--- src/hdl/buc_pkg.sv ---
// ============================================================================
// buc_pkg
// Shared constants for the binary and UTF-8 classifier: scan window size,
// counter widths and the byte codes the classifier looks for.
// ============================================================================
`default_nettype none

package buc_pkg;

    // Number of leading bytes that feed the null, control and printable counts.
    localparam int unsigned SCAN_LIMIT = 4096;

    // Counts never exceed SCAN_LIMIT, so this width always holds them.
    localparam int unsigned TALLY_W = $clog2(SCAN_LIMIT + 1);

    // Width of the scaled counts used in the control ratio compare.
    localparam int unsigned PROD_W = TALLY_W + 4;

    // Byte total width and its saturation value.
    localparam int unsigned TOTAL_W = 32;
    localparam logic [TOTAL_W-1:0] TOTAL_MAX = '1;

    // Character codes.
    localparam logic [7:0] CHR_NUL   = 8'h00;
    localparam logic [7:0] CHR_TAB   = 8'h09;
    localparam logic [7:0] CHR_LF    = 8'h0A;
    localparam logic [7:0] CHR_CR    = 8'h0D;
    localparam logic [7:0] CHR_SPACE = 8'h20;
    localparam logic [7:0] CHR_DEL   = 8'h7F;

    // UTF-8 lead and continuation masks and patterns.
    localparam logic [7:0] U8_MASK2   = 8'hC0;
    localparam logic [7:0] U8_CONT    = 8'h80;
    localparam logic [7:0] U8_MASK3   = 8'hE0;
    localparam logic [7:0] U8_LEAD2   = 8'hC0;
    localparam logic [7:0] U8_MASK4   = 8'hF0;
    localparam logic [7:0] U8_LEAD3   = 8'hE0;
    localparam logic [7:0] U8_MASK5   = 8'hF8;
    localparam logic [7:0] U8_LEAD4   = 8'hF0;
    localparam logic [7:0] U8_MIN2    = 8'hC2;
    localparam logic [7:0] U8_MAX4    = 8'hF4;

    // Number of continuation bytes a lead byte asks for.
    localparam logic [1:0] PEND_NONE  = 2'd0;
    localparam logic [1:0] PEND_ONE   = 2'd1;
    localparam logic [1:0] PEND_TWO   = 2'd2;
    localparam logic [1:0] PEND_THREE = 2'd3;

    // Null count saturates here.
    localparam logic [1:0] NULL_SAT = 2'd2;

endpackage

`default_nettype wire

--- src/hdl/binary_and_utf8_classifier.sv ---
// Result: a buffer's result is loaded into the result register as its last word
// leaves the input register. Throughput: one word per cycle unless a final word
// stalls while a result still waits; stalled words hold the input register.
// Reset: synchronous active-low i_rst_n clears the input and result valid flags
// and all counters, so the next accepted word starts a new buffer.
// ============================================================================
// binary_and_utf8_classifier
// Classifies a byte stream buffer as binary or text and checks it as UTF-8.
// One result word is produced per buffer, on the word that carries last_byte.
// ============================================================================
`default_nettype none

module binary_and_utf8_classifier (
    input  wire logic                           i_clk,
    input  wire logic                           i_rst_n,
    // Input channel.
    input  wire logic                           i_in_valid,
    output logic                                o_in_stall,
    input  wire logic [7:0]                     i_byte_value,
    input  wire logic                           i_last_byte,
    // Result channel.
    output logic                                o_out_valid,
    input  wire logic                           i_out_stall,
    output logic                                o_binary_flag,
    output logic                                o_utf8_valid,
    output logic [buc_pkg::TOTAL_W-1:0]         o_byte_total
);

    // Input register.
    logic                                r_in_valid;
    logic [7:0]                          r_in_byte;
    logic                                r_in_last;

    // Buffer state.
    logic [1:0]                          r_null_seen,  n_null_seen;
    logic [buc_pkg::TALLY_W-1:0]         r_ctrl_cnt,   n_ctrl_cnt;
    logic [buc_pkg::TALLY_W-1:0]         r_print_cnt,  n_print_cnt;
    logic [buc_pkg::TOTAL_W-1:0]         r_position,   n_position;
    logic [1:0]                          r_pending,    n_pending;
    logic                                r_u8_err,     n_u8_err;

    // Result register.
    logic                                r_out_valid;
    logic                                r_binary_flag, n_binary_flag;
    logic                                r_utf8_valid, n_utf8_valid;
    logic [buc_pkg::TOTAL_W-1:0]         r_byte_total;

    logic                                out_free;
    logic                                s1_go;
    logic                                in_window;
    logic                                is_ctrl;
    logic                                is_print;
    logic [buc_pkg::PROD_W-1:0]          ctrl_scaled;
    logic [buc_pkg::PROD_W-1:0]          print_scaled;

    // Handshake: a final word moves on only when the result register is free.
    assign out_free   = !r_out_valid || !i_out_stall;
    assign s1_go      = r_in_valid && (!r_in_last || out_free);
    assign o_in_stall = r_in_valid && !s1_go;

    // Byte classes.
    assign in_window = (r_position < 32'(buc_pkg::SCAN_LIMIT));
    assign is_ctrl   = (r_in_byte != buc_pkg::CHR_NUL) && (r_in_byte < buc_pkg::CHR_SPACE)
                       && (r_in_byte != buc_pkg::CHR_CR) && (r_in_byte != buc_pkg::CHR_LF)
                       && (r_in_byte != buc_pkg::CHR_TAB);
    assign is_print  = (r_in_byte >= buc_pkg::CHR_SPACE) && (r_in_byte < buc_pkg::CHR_DEL);

    // Counter and UTF-8 checker update for the word in the input register.
    always_comb begin
        n_null_seen = r_null_seen;
        n_ctrl_cnt  = r_ctrl_cnt;
        n_print_cnt = r_print_cnt;
        n_pending   = r_pending;
        n_u8_err    = r_u8_err;

        if (in_window) begin
            if (r_in_byte == buc_pkg::CHR_NUL) begin
                if (r_null_seen < buc_pkg::NULL_SAT) begin
                    n_null_seen = r_null_seen + 2'd1;
                end
            end else if (is_ctrl) begin
                n_ctrl_cnt = r_ctrl_cnt + buc_pkg::TALLY_W'(1);
            end else if (is_print) begin
                n_print_cnt = r_print_cnt + buc_pkg::TALLY_W'(1);
            end
        end

        if (!r_u8_err) begin
            if (r_pending != buc_pkg::PEND_NONE) begin
                if ((r_in_byte & buc_pkg::U8_MASK2) != buc_pkg::U8_CONT) begin
                    n_u8_err = 1'b1;
                end else begin
                    n_pending = r_pending - 2'd1;
                end
            end else if (r_in_byte[7]) begin
                if ((r_in_byte & buc_pkg::U8_MASK3) == buc_pkg::U8_LEAD2) begin
                    if (r_in_byte < buc_pkg::U8_MIN2) begin
                        n_u8_err = 1'b1;
                    end else begin
                        n_pending = buc_pkg::PEND_ONE;
                    end
                end else if ((r_in_byte & buc_pkg::U8_MASK4) == buc_pkg::U8_LEAD3) begin
                    n_pending = buc_pkg::PEND_TWO;
                end else if ((r_in_byte & buc_pkg::U8_MASK5) == buc_pkg::U8_LEAD4) begin
                    if (r_in_byte > buc_pkg::U8_MAX4) begin
                        n_u8_err = 1'b1;
                    end else begin
                        n_pending = buc_pkg::PEND_THREE;
                    end
                end else begin
                    n_u8_err = 1'b1;
                end
            end
        end

        n_position = (r_position != buc_pkg::TOTAL_MAX) ? r_position + buc_pkg::TOTAL_W'(1)
                                                        : r_position;
    end

    // Final judgement: binary on two nulls, or on 10 * control > 3 * printable (printable nonzero).
    assign ctrl_scaled  = (buc_pkg::PROD_W'(n_ctrl_cnt) << 3)
                        + (buc_pkg::PROD_W'(n_ctrl_cnt) << 1);
    assign print_scaled = (buc_pkg::PROD_W'(n_print_cnt) << 1)
                        + buc_pkg::PROD_W'(n_print_cnt);

    always_comb begin
        n_binary_flag = (n_null_seen >= buc_pkg::NULL_SAT)
                      || ((n_print_cnt != '0) && (ctrl_scaled > print_scaled));
        n_utf8_valid  = !n_binary_flag && !n_u8_err && (n_pending == buc_pkg::PEND_NONE);
    end

    // Input register.
    always_ff @(posedge i_clk) begin
        if (!i_rst_n) begin
            r_in_valid <= 1'b0;
        end else if (!o_in_stall) begin
            r_in_valid <= i_in_valid;
        end
        if (!o_in_stall && i_in_valid) begin
            r_in_byte <= i_byte_value;
            r_in_last <= i_last_byte;
        end
    end

    // Buffer state: updated per word, cleared after the final word.
    always_ff @(posedge i_clk) begin
        if (!i_rst_n) begin
            r_null_seen <= '0;
            r_ctrl_cnt  <= '0;
            r_print_cnt <= '0;
            r_position  <= '0;
            r_pending   <= buc_pkg::PEND_NONE;
            r_u8_err    <= 1'b0;
        end else if (s1_go) begin
            if (r_in_last) begin
                r_null_seen <= '0;
                r_ctrl_cnt  <= '0;
                r_print_cnt <= '0;
                r_position  <= '0;
                r_pending   <= buc_pkg::PEND_NONE;
                r_u8_err    <= 1'b0;
            end else begin
                r_null_seen <= n_null_seen;
                r_ctrl_cnt  <= n_ctrl_cnt;
                r_print_cnt <= n_print_cnt;
                r_position  <= n_position;
                r_pending   <= n_pending;
                r_u8_err    <= n_u8_err;
            end
        end
    end

    // Result register.
    always_ff @(posedge i_clk) begin
        if (!i_rst_n) begin
            r_out_valid <= 1'b0;
        end else if (out_free) begin
            r_out_valid <= s1_go && r_in_last;
        end
        if (s1_go && r_in_last) begin
            r_binary_flag <= n_binary_flag;
            r_utf8_valid  <= n_utf8_valid;
            r_byte_total  <= n_position;
        end
    end

    assign o_out_valid   = r_out_valid;
    assign o_binary_flag = r_binary_flag;
    assign o_utf8_valid  = r_utf8_valid;
    assign o_byte_total  = r_byte_total;

endmodule

`default_nettype wire
--- config.mk ---
export PLATFORM = sky130hd
export DESIGN_NAME = binary_and_utf8_classifier
export DESIGN_NICKNAME = d
export VERILOG_FILES = /design/src/hdl/buc_pkg.sv /design/src/hdl/binary_and_utf8_classifier.sv
export SDC_FILE = /design/constraint.sdc
export NUM_CORES = 1
export LEC_CHECK = 0
export BUFFER_PORTS_ARGS = -buffer_cell sky130_fd_sc_hd__buf_2
export CAP_MARGIN = 20
export CORE_UTILIZATION = 35
export CTS_BUF_LIST = sky130_fd_sc_hd__clkbuf_8
export CTS_CLUSTER_DIAMETER = 60
export DETAILED_ROUTE_END_ITERATION = 12
export GPL_ROUTABILITY_DRIVEN = 0
export PLACE_DENSITY = 0.59
export SYNTH_ARGS = -nofsm -noshare
export SYNTH_HDL_FRONTEND = slang
export SYNTH_SLANG_ARGS = --single-unit
--- constraint.sdc ---
create_clock -name i_clk -period 11.48 [get_ports i_clk]
set_input_delay 0.574 -clock i_clk [delete_from_list [all_inputs] [get_ports i_clk]]
set_output_delay 0.574 -clock i_clk [all_outputs]
set_load 0.05 [all_outputs]
### Word level (Yosys, flattened, before mapping)

Index checks and enable logic that the tools add are counted.

* register bits: 108
* input port bits: 13
* word-level logic and storage cells: 99

* $add $sub $neg: 7
* magnitude comparators: 9
* equal/unequal tests: 8
* mux-type cells: 35
* reductions and logical operators: 27

Operators with widths (count)
* $mux 13: 9
* $mux 32: 2
* $add 32x1->32 const B: 1
* $lt 32x13->1 const B: 1
* $ne 32x32->1 const B: 1
* $mux 2: 14
* $add 13x1->13 const B: 2
* $ne 8x4->1 const B: 3
* $add 16x14->17: 1
* $gt 17x15->1: 1
* $add 14x13->15: 1
* $reduce_bool 13->1: 1
* $logic_and 1x1->1: 12
* $mux 1: 10
* $ge 8x6->1 const B: 1
* $gt 8x8->1 const B: 1
* $logic_not 8->1: 1
* $lt 8x6->1 const B: 1
* $lt 8x7->1 const B: 1
* $lt 8x8->1 const B: 1
* $reduce_bool 8->1: 1
* $logic_not 1->1: 7
* $eq 5x5->1 const B: 1
* $eq 4x4->1 const B: 1
* other kinds (9): 11

### Logic depth before layout (Yosys ltp)

Gate-level depths: netlist (run 1).

* depth in word-level cells: 15
* depth in mapped cells: 22
* gate-level depth less buffers: 21

### Worst setup path before layout (run 1)

Ideal clock, no wire load.

* path kind: register -> register
* from: register r_position[14] in the netlist's numbering
* to: register r_binary_flag, in the netlist o_binary_flag, data pin
* library setup time: 0.261 ns
* arrival: 4.389 ns
* data required time: 11.219 ns
* slack: 6.830 ns
* stages on the path, launching flop included: 21
* buffers on the path: 1
* clock period less this slack: 4.650 ns
* cells stage by stage: dfxtp_1 -> buf_2 -> nor4_2 -> nand4_1 -> nor3_2 -> mux2i_1 -> inv_1 -> ha_1 -> fa_1 -> a21o_1 -> a21oi_1 -> nor2b_1 -> nor4_1 -> o31ai_1 -> o41ai_1 -> xor2_1 -> ha_1 -> o21ai_0 -> nand2b_1 -> a31o_2 -> o32a_1

* cells in the longest elaborated chain, start to end: 6
* elaborated cells between the ends (all ways): 11
* those cells by class: add/sub: 2; order compare: 3; mux: 3; reduce/logical: 3

RTL lines
* start: declaration: line binary_and_utf8_classifier.sv:38 `logic [buc_pkg::TOTAL_W-1:0] r_position, n_position;`
* start signal: assignment: line binary_and_utf8_classifier.sv:166 `r_position <= n_position;`
* $lt 32x13->1 (*): line binary_and_utf8_classifier.sv:62 `assign in_window = (r_position < 32'(buc_pkg::SCAN_LIMIT));`
* $mux 13: line binary_and_utf8_classifier.sv:76 `if (in_window) begin`
* $add 16x14->17 or $add 14x13->15 (tied branches): line binary_and_utf8_classifier.sv:122, binary_and_utf8_classifier.sv:124
* $gt 17x15->1: line binary_and_utf8_classifier.sv:128 `|| ((n_print_cnt != '0) && (ctrl_scaled > print_scaled));`
* $logic_and 1x1->1: line binary_and_utf8_classifier.sv:128
* $logic_or 1x1->1 (*): line binary_and_utf8_classifier.sv:128
* via n_binary_flag: line binary_and_utf8_classifier.sv:44 `logic r_binary_flag, n_binary_flag;`
* end signal: assignment: line binary_and_utf8_classifier.sv:181 `r_binary_flag <= n_binary_flag;`
* end: declaration: line binary_and_utf8_classifier.sv:44

Mark *: on every way through the listed nets, which the timed path passes. The rest lies on a longest branch.
A chain may end at the register's enable or synchronous reset.

### Final worst setup path (run 1)

Ends and elaborated chain as after synthesis.

==> load_flow_metrics.sql, run 1 <==
INSERT INTO impl_metrics (metric_group, metric, value, unit) VALUES
('status', 'run_status', 'finished, final reports clean', ''),
('pwr', 'switchingPower', '0.000185', 'W'),
('floorplan', 'floorplan.initialDensity', '0.359', ''),
('global_route', 'global_route.overflow_total', '0', ''),
('floorplan', 'dieHeight', '144', 'µm'),
('pwr', 'power.ir.vdd_worst', '0.0000480', 'V'),
('final_layout', 'diodes', '0', ''),
('placed_design', 'placed_cell_area', '7520', 'µm²'),
('critical_path', 'crit_end', 'o_binary_flag$_DFFE_PP_', ''),
('clock_network', 'cts_max_level', '3', ''),
('global_route', 'antenna_violations_before_repair', '0', ''),
('synthesis', 'synth-warning-count', '0', ''),
('synthesis', 'synth_top_cells_by_count', 'nor2_1, dfxtp_1, o21ai_0', ''),
('detailed_routing', 'routed-via-count', '5903', ''),
('clock_network', 'clock_tree_from_tritoncts', 'yes', ''),
('timing', 'tightest_slew', '1020', 'ps'),
('synthesis', 'synth_enable_flop_cells', '43', ''),
('synthesis', 'post_synthesis_net_count', '863', ''),
('global_route', 'grt_use_total', '0.172', ''),
('critical_path', 'worst_r2r_path_depth', '20', ''),
('critical_path', 'path_class', 'reg2reg', ''),
('pwr', 'seq_power_share', '0.558', ''),
('floorplan', 'core-area', '19600', 'µm²'),
('detailed_routing', 'wl_final', '16.8', 'mm'),
('critical_path', 'crit_path_top_delay_cell', 'nor3_2', ''),
('synthesis', 'netlist_instances', '799', ''),
('placed_design', 'dpl.cell_count', '1083', ''),
('synthesis', 'synth.top_cell.area_share', '0.185', ''),
('pwr', 'power.share.clock', '0.371', ''),
('final_layout', 'multi_input_comb_area', '4170', 'µm²'),
('final_layout', 'drive_above_1_share', '0.111', ''),
('timing', 'final_min_period_over_clock_period', '0.464', ''),
('critical_path', 'critPathRequiredTime', '11640', 'ps'),
('detailed_routing', 'drt-pass1-iter-count', '5', ''),
('clock_network', 'ctsRootBufferMaster', 'clkbuf_8', ''),
('timing', 'clock.fmax', '0.188', 'GHz'),
('synthesis', 'synth_seq_area_share', '0.369', ''),
('critical_path', 'timing.critical_path.cells', 'nor4_2, nand4_1, nor3_2, mux2i_1, inv_1, ha_1, fa_1, a21o_1, a21oi_1, nor2b_1, nor4_1, o31ai_1, o41ai_1, xor2_1, ha_1, nand4_1, nor2_1, nand3_1, a31o_2, o32a_1', ''),
('floorplan', 'fp.dieW', '144', 'µm'),
('critical_path', 'setup.worst_path.start_class', 'register', ''),
('timing', 'setup_violations', '0', ''),
('timing', 'fin_tns_setup', '0', 'ps'),
('worst_hold_path', 'hp-class', 'in2reg', ''),
('critical_path', 'timing.critical_path.from', 'r_position[14]$_SDFFE_PN0P_', ''),
('final_layout', 'num-nets-final', '894', ''),
('pwr', 'netSwitchingFraction', '0.254', ''),
('clock_network', 'clock_path_buffers', '2', ''),
('detailed_routing', 'drc_errors', '0', ''),
('clock_network', 'cts.sink_count', '108', ''),
('synthesis', 'synth_largest_area_cell', 'dfxtp_1', ''),
('clock_network', 'clk_pin_slew', '110', 'ps'),
('final_layout', 'filler_instances', '1979', ''),
('critical_path', 'crit_family', 'simple AND/OR/NAND/NOR gates', ''),
('clock_network', 'post_cts.resized_instances', '0', ''),
('timing', 'fin_skew', '19.3', 'ps'),
('clock_network', 'postCtsSetupRepairBufs', '0', ''),
('critical_path', 'cp_data_arrival_time', '5490', 'ps'),
('global_route', 'via_count_of_the_first_global_routing_pass', '5386', ''),
('pwr', 'comb_power_share', '0.071', ''),
('pwr', 'power.leakage', '3.21', 'nW'),
('pwr', 'cellInternalPower', '0.000544', 'W'),
('floorplan', 'floorplan.die_area', '20700', 'µm²'),
('synthesis', 'synth_flop_cell', 'dfxtp_1', ''),
('run', 'number_of_max_capacitance_violations_reported', '0', ''),
('synthesis', 'synth_area_leaders', 'dfxtp_1, edfxtp_1, ha_1', ''),
('critical_path', 'ff2ff_setup_slack', '6150', 'ps'),
('placed_design', 'hpwlAfterDp', '12.2', 'mm'),
('synthesis', 'async_flop_share', '0', ''),
('synthesis', 'synth.distinct_cells', '68', ''),
('synthesis', 'post_synth_instance_area', '7030', 'µm²'),
('critical_path', 'critical_path_sink_type', 'register', '');
-- cells in the final DEF, fill, tap and decap left out, types with 14 or more instances in the layout --
cell       n
and3_1    21
edfxtp_1  43
dfxtp_1   65
a22oi_1   20
nor3_1    18
nand2_1   54
inv_1     33
o21ai_0   58
xor2_1    35
ha_1      49
buf_2     48
nand4_1   22
nand3_1   33
nor2_1    75
a21oi_1   40
or3_1     14
xnor2_1   39
-- layout make-up --
type | instances | area share
Inverter | 35 | 0.0169
Clock buffer | 9 | 0.0159
Tap cell | 265 | 0.0426
Sequential cell | 108 | 0.333
Timing Repair Buffer | 56 | 0.0412
Multi-Input combinational cell | 620 | 0.537
Clock inverter | 7 | 0.0135
-- worst register-to-register path, cell delays in order (launching register included) --
cell and delay (ps):
dfxtp_1 400, nor4_2 440, nand4_1 260, nor3_2 470, mux2i_1 310, inv_1 140, ha_1 250, fa_1 400
a21o_1 190, a21oi_1 210, nor2b_1 90, nor4_1 290, o31ai_1 160, o41ai_1 340, xor2_1 130, ha_1 320
nand4_1 80, nor2_1 90, nand3_1 100, a31o_2 250, o32a_1 160
-- sequential cells by signal, summed over array words and instances, names as in the netlist --
| register | count |
|---|---|
| o_byte_total | 32 |
| r_position | 32 |
| r_ctrl_cnt | 13 |
| r_print_cnt | 13 |
| r_in_byte | 8 |
| r_null_seen | 2 |
| r_pending | 2 |
| o_binary_flag | 1 |
| o_out_valid | 1 |
| o_utf8_valid | 1 |
| r_in_last | 1 |
| r_in_valid | 1 |
| r_u8_err | 1 |
-- worst min-delay path by stage --
stage          slack (ps)  cells after the start                         start                           end
6_report              350                      1               i_byte_value[4]        r_in_byte[4]$_DFFE_PP_
5_1_grt               330                      1                   i_last_byte           r_in_last$_DFFE_PP_
4_1_cts               340                      1               i_byte_value[4]        r_in_byte[4]$_DFFE_PP_
3_5_place_dp          490                      2  r_print_cnt[11]$_SDFFE_PN0P_  r_print_cnt[11]$_SDFFE_PN0P_
3_3_place_gp          480                      2   r_print_cnt[8]$_SDFFE_PN0P_   r_print_cnt[8]$_SDFFE_PN0P_
2_1_floorplan         460                      2   r_print_cnt[8]$_SDFFE_PN0P_   r_print_cnt[8]$_SDFFE_PN0P_
-- per-stage QoR --
stage / setup WS (ps) / hold WS (ps) / total power (W) / utilization
final: 6150 / 347 / 0.000729 / 0.397
after global routing: 5790 / 328 / 0.000756 / 0.397
after CTS: 6140 / 336 / 0.000734 / 0.396
after detailed placement: 6180 / 494 / 0.000467 / 0.384
after global placement: 6320 / 476 / 0.000467 / 0.384
after floorplan: 6830 / 458 / 0.000450 / -
-- kinds of logic after synthesis --
logic type / share of synthesized area
mux: 0.00302
buf+inv: 0.0397
flops: 0.369
simple gates: 0.235
xor+xnor: 0.0921
compound gates: 0.168
fa+ha+maj: 0.0929
-- power by group through the flow --
stage                     Clock [W]  Sequential [W]  Combinational, W
after floorplan                   0        0.000420         0.0000295
final                      0.000270        0.000407         0.0000518
after CTS                  0.000275        0.000407         0.0000515
after detailed placement          0        0.000415         0.0000513
after global placement            0        0.000415         0.0000514
after global routing       0.000291        0.000408         0.0000570
-- layer usage --
layer | vias to the layer above | GRT usage | share of wire
li1 | 2995 | - | -
met1 | 2794 | 0.229 | 0.49
met2 | 94 | 0.285 | 0.47
met3 | 20 | 0.0203 | 0.023
met4 | 0 | 0.0599 | 0.019
met5 | - | 0 | 0
(Power assumes the default switching activity.)
==> run 2, diff against run 1 <==
- clock period: 11.48 -> 5.3 ns (I/O delays scaled with it)
==> run 2 against run 1 <==
  * Combinational power grew 120%
  * Clock skew shrank 6.3 ps
  * Cell count rose by 0.91%
  * Sequential cell count is the same
  * Sequential share of layout area is 0.32 points lower
  * Non-clock buffer count is 10 higher
  * Maximum frequency is 7.5% higher
  * Global-route usage up 0.11 points
  * First-iteration DRC count grew 29%
  * Critical path type unchanged
  * Critical endpoint unchanged
  * Largest cell class unchanged
==> load_flow_metrics.sql, run 2 (same netlist as run 1, synthesis figures left out) <==
INSERT INTO impl_metrics (metric_group, metric, value, unit) VALUES
('clock_network', 'cts_buffers', '9', ''),
('global_route', 'grt_start_max_net_pins', '37', ''),
('timing', 'clock.fmax', '0.202', 'GHz'),
('clock_network', 'clk_pin_slew', '110', 'ps'),
('detailed_routing', 'routed-via-count', '5995', ''),
('timing', 'fin_tns_setup', '0', 'ps'),
('detailed_routing', 'drt-pass1-iter-count', '4', ''),
('clock_network', 'ctsRootBufferMaster', 'clkbuf_8', ''),
('status', 'run_status', 'finished, final reports clean', ''),
('final_layout', 'diodes', '0', ''),
('final_layout', 'num-nets-final', '904', ''),
('global_route', 'grt_first_pass_wirelength', '27.9', 'mm'),
('critical_path', 'crit_path_top_delay_cell', 'or4b_4', ''),
('clock_network', 'cts_max_level', '3', ''),
('final_layout', 'most-common-layout-cells', 'nor2_1, dfxtp_1, o21ai_0', ''),
('placed_design', 'port-buffer-count', '48', ''),
('run', 'number_of_max_capacitance_violations_reported', '0', ''),
('detailed_routing', 'ant_nets', '0', ''),
('pwr', 'power.ir.vdd_worst', '0.000109', 'V'),
('critical_path', 'critPathRequiredTime', '5440', 'ps'),
('detailed_routing', 'drt-vias-per-instance', '5.40', ''),
('global_route', 'grt_use_total', '0.173', ''),
('timing', 'max_slew_headroom_at_the_worst_pin', '0.277', ''),
('timing', 'final_min_period_over_clock_period', '0.935', ''),
('timing', 'setup_violations', '0', ''),
('critical_path', 'timing.critical_path.cells', 'nor4_1, nand2_1, or4b_4, or3_4, xnor2_2, ha_1, nand4_1, o21ai_0, o31a_1, o21ai_0, nand2b_1, a21oi_1, xnor2_1, ha_1, nand4_1, nor2_1, nand3_1, a31o_2, o32a_1', ''),
('pwr', 'comb_power_share', '0.077', ''),
('global_route', 'antenna_violations_before_repair', '0', ''),
('critical_path', 'critical_path_sink_type', 'register', ''),
('clock_network', 'clock_tree_from_tritoncts', 'yes', ''),
('final_layout', 'finalCoreUtilization', '0.401', ''),
('critical_path', 'cp_num_buf_inv', '0', ''),
('timing', 'setup_repair_after_global_routing_missed_its_margin', 'no', ''),
('pwr', 'power.share.clock', '0.327', ''),
('pwr', 'total_power', '0.00148', 'W'),
('floorplan', 'core-area', '19600', 'µm²'),
('placed_design', 'hpwlAfterDp', '12.5', 'mm'),
('final_layout', 'layout.area.seq', '2590', 'µm²'),
('critical_path', 'peak_fanout_along_the_critical_path', '8', ''),
('floorplan', 'floorplan.initialDensity', '0.359', ''),
('global_route', 'via_count_of_the_first_global_routing_pass', '5477', ''),
('worst_hold_path', 'hp-class', 'in2reg', ''),
('floorplan', 'pin_count', '49', ''),
('placed_design', 'dpl.cell_count', '1092', ''),
('pwr', 'power_per_cell_area', '188', 'nW/µm²'),
('floorplan', 'fp.dieW', '144', 'µm'),
('detailed_routing', 'wl_final', '17.2', 'mm'),
('final_layout', 'drive_above_1_share', '0.128', ''),
('final_layout', 'final_common_cell', 'nor2_1', ''),
('timing', 'finalHoldViolCount', '0', ''),
('global_route', 'global_route.overflow_total', '0', ''),
('pwr', 'netSwitchingFraction', '0.267', ''),
('clock_network', 'clock_path_buffers', '2', ''),
('final_layout', 'multi_input_comb_area', '4220', 'µm²'),
('floorplan', 'row_count', '51', ''),
('critical_path', 'crit_family', 'simple AND/OR/NAND/NOR gates', ''),
('clock_network', 'cts.sink_count', '108', ''),
('timing', 'fin_skew', '13.0', 'ps'),
('critical_path', 'cp_data_arrival_time', '5100', 'ps'),
('pwr', 'seq_power_share', '0.595', ''),
('timing', 'tightest_slew', '1080', 'ps'),
('floorplan', 'dieHeight', '144', 'µm'),
('clock_network', 'worst_skew_pair.late_latency', '390', 'ps'),
('detailed_routing', 'routed_wire_length_per_instance', '15.5', 'µm'),
('pwr', 'power.leakage', '3.28', 'nW'),
('critical_path', 'critical_path.max_stage_delay', '580', 'ps'),
('final_layout', 'filler_instances', '2014', ''),
('final_layout', 'layout-area-overhead-vs-synth', '11.7', '%'),
('clock_network', 'cts_hold_repair.buffers', '0', ''),
('floorplan', 'floorplan.die_area', '20700', 'µm²'),
('critical_path', 'path_class', 'reg2reg', ''),
('timing', 'slew_viol_final', '0', ''),
('final_layout', 'fin_cells', '1110', ''),
('timing', 'final.min_clock_period', '4950', 'ps'),
('pwr', 'switchingPower', '0.000395', 'W'),
('pwr', 'cellInternalPower', '0.00109', 'W'),
('detailed_routing', 'drc_errors', '0', ''),
('critical_path', 'setup.worst_path.start_class', 'register', ''),
('detailed_routing', 'drt_iter0_markers', '348', '');
==> run 2: area by class of cell <==
cell class / count / share of cell area
Timing Repair Buffer: 66 / 0.0503
Clock buffer: 9 / 0.0158
Sequential cell: 108 / 0.330
Clock inverter: 7 / 0.00717
Tap cell: 265 / 0.0422
Multi-Input combinational cell: 620 / 0.538
Inverter: 35 / 0.0167
==> run 2: worst register-to-register path: stages, from the launching register on <==
cell	delay, ps
dfxtp_1	400
nor4_1	430
nand2_1	210
or4b_4	580
or3_4	440
xnor2_2	180
ha_1	400
nand4_1	130
o21ai_0	90
o31a_1	300
o21ai_0	220
nand2b_1	80
a21oi_1	180
xnor2_1	90
ha_1	310
nand4_1	90
nor2_1	90
nand3_1	100
a31o_2	250
o32a_1	160
==> run 2: repair_timing <==
item / 4_1_cts / 5_1_grt
endpoints found under the hold margin: 0 / 0
endpoints found under the setup margin: 0 / 2
buffers inserted: 0 / 1
gates resized for setup: 0 / 7
==> run 2: routing by layer <==
layer,track usage,routed length [µm],vias to the layer above
met5,0,0,-
met1,0.239,8490,2875
li1,-,-,3002
met3,0.0237,488,13
met4,0.0398,168,0
met2,0.283,8020,105
==> run 2: final timing paths <==
| kind | startpoint | endpoint | slack [ps] | depth (start not counted) |
|---|---|---|---|---|
| setup / recovery | r_position[29]$_SDFFE_PN0P_ | o_binary_flag$_DFFE_PP_ | 350 | 19 |
| hold / removal | i_byte_value[0] | r_in_byte[0]$_DFFE_PP_ | 40 | 1 |
| hold reg to reg | r_print_cnt[8]$_SDFFE_PN0P_ | r_print_cnt[8]$_SDFFE_PN0P_ | 500 | 2 |
| setup reg to reg | r_position[29]$_SDFFE_PN0P_ | o_binary_flag$_DFFE_PP_ | 350 | 19 |
==> run 2: per-stage QoR <==
step | setup slack [ps] | cell area (µm²) | hold slack [ps]
floorplan | 650 | 7030 | 364
global placement | 378 | 7590 | 444
detailed placement | 235 | 7590 | 444
CTS | 207 | 7770 | 33.8
global route | 2.36 | 7850 | 21.9
finish | 345 | 7850 | 44.8
==> run 2: power groups by stage <==
stage / clock network [W] / logic (W) / registers, W
after CTS: 0.000497 / 0.000113 / 0.000881
after global routing: 0.000533 / 0.000125 / 0.000883
after detailed placement: 0 / 0.000112 / 0.000900
final: 0.000484 / 0.000115 / 0.000881
after floorplan: 0 / 0.0000638 / 0.000910
after global placement: 0 / 0.000112 / 0.000900
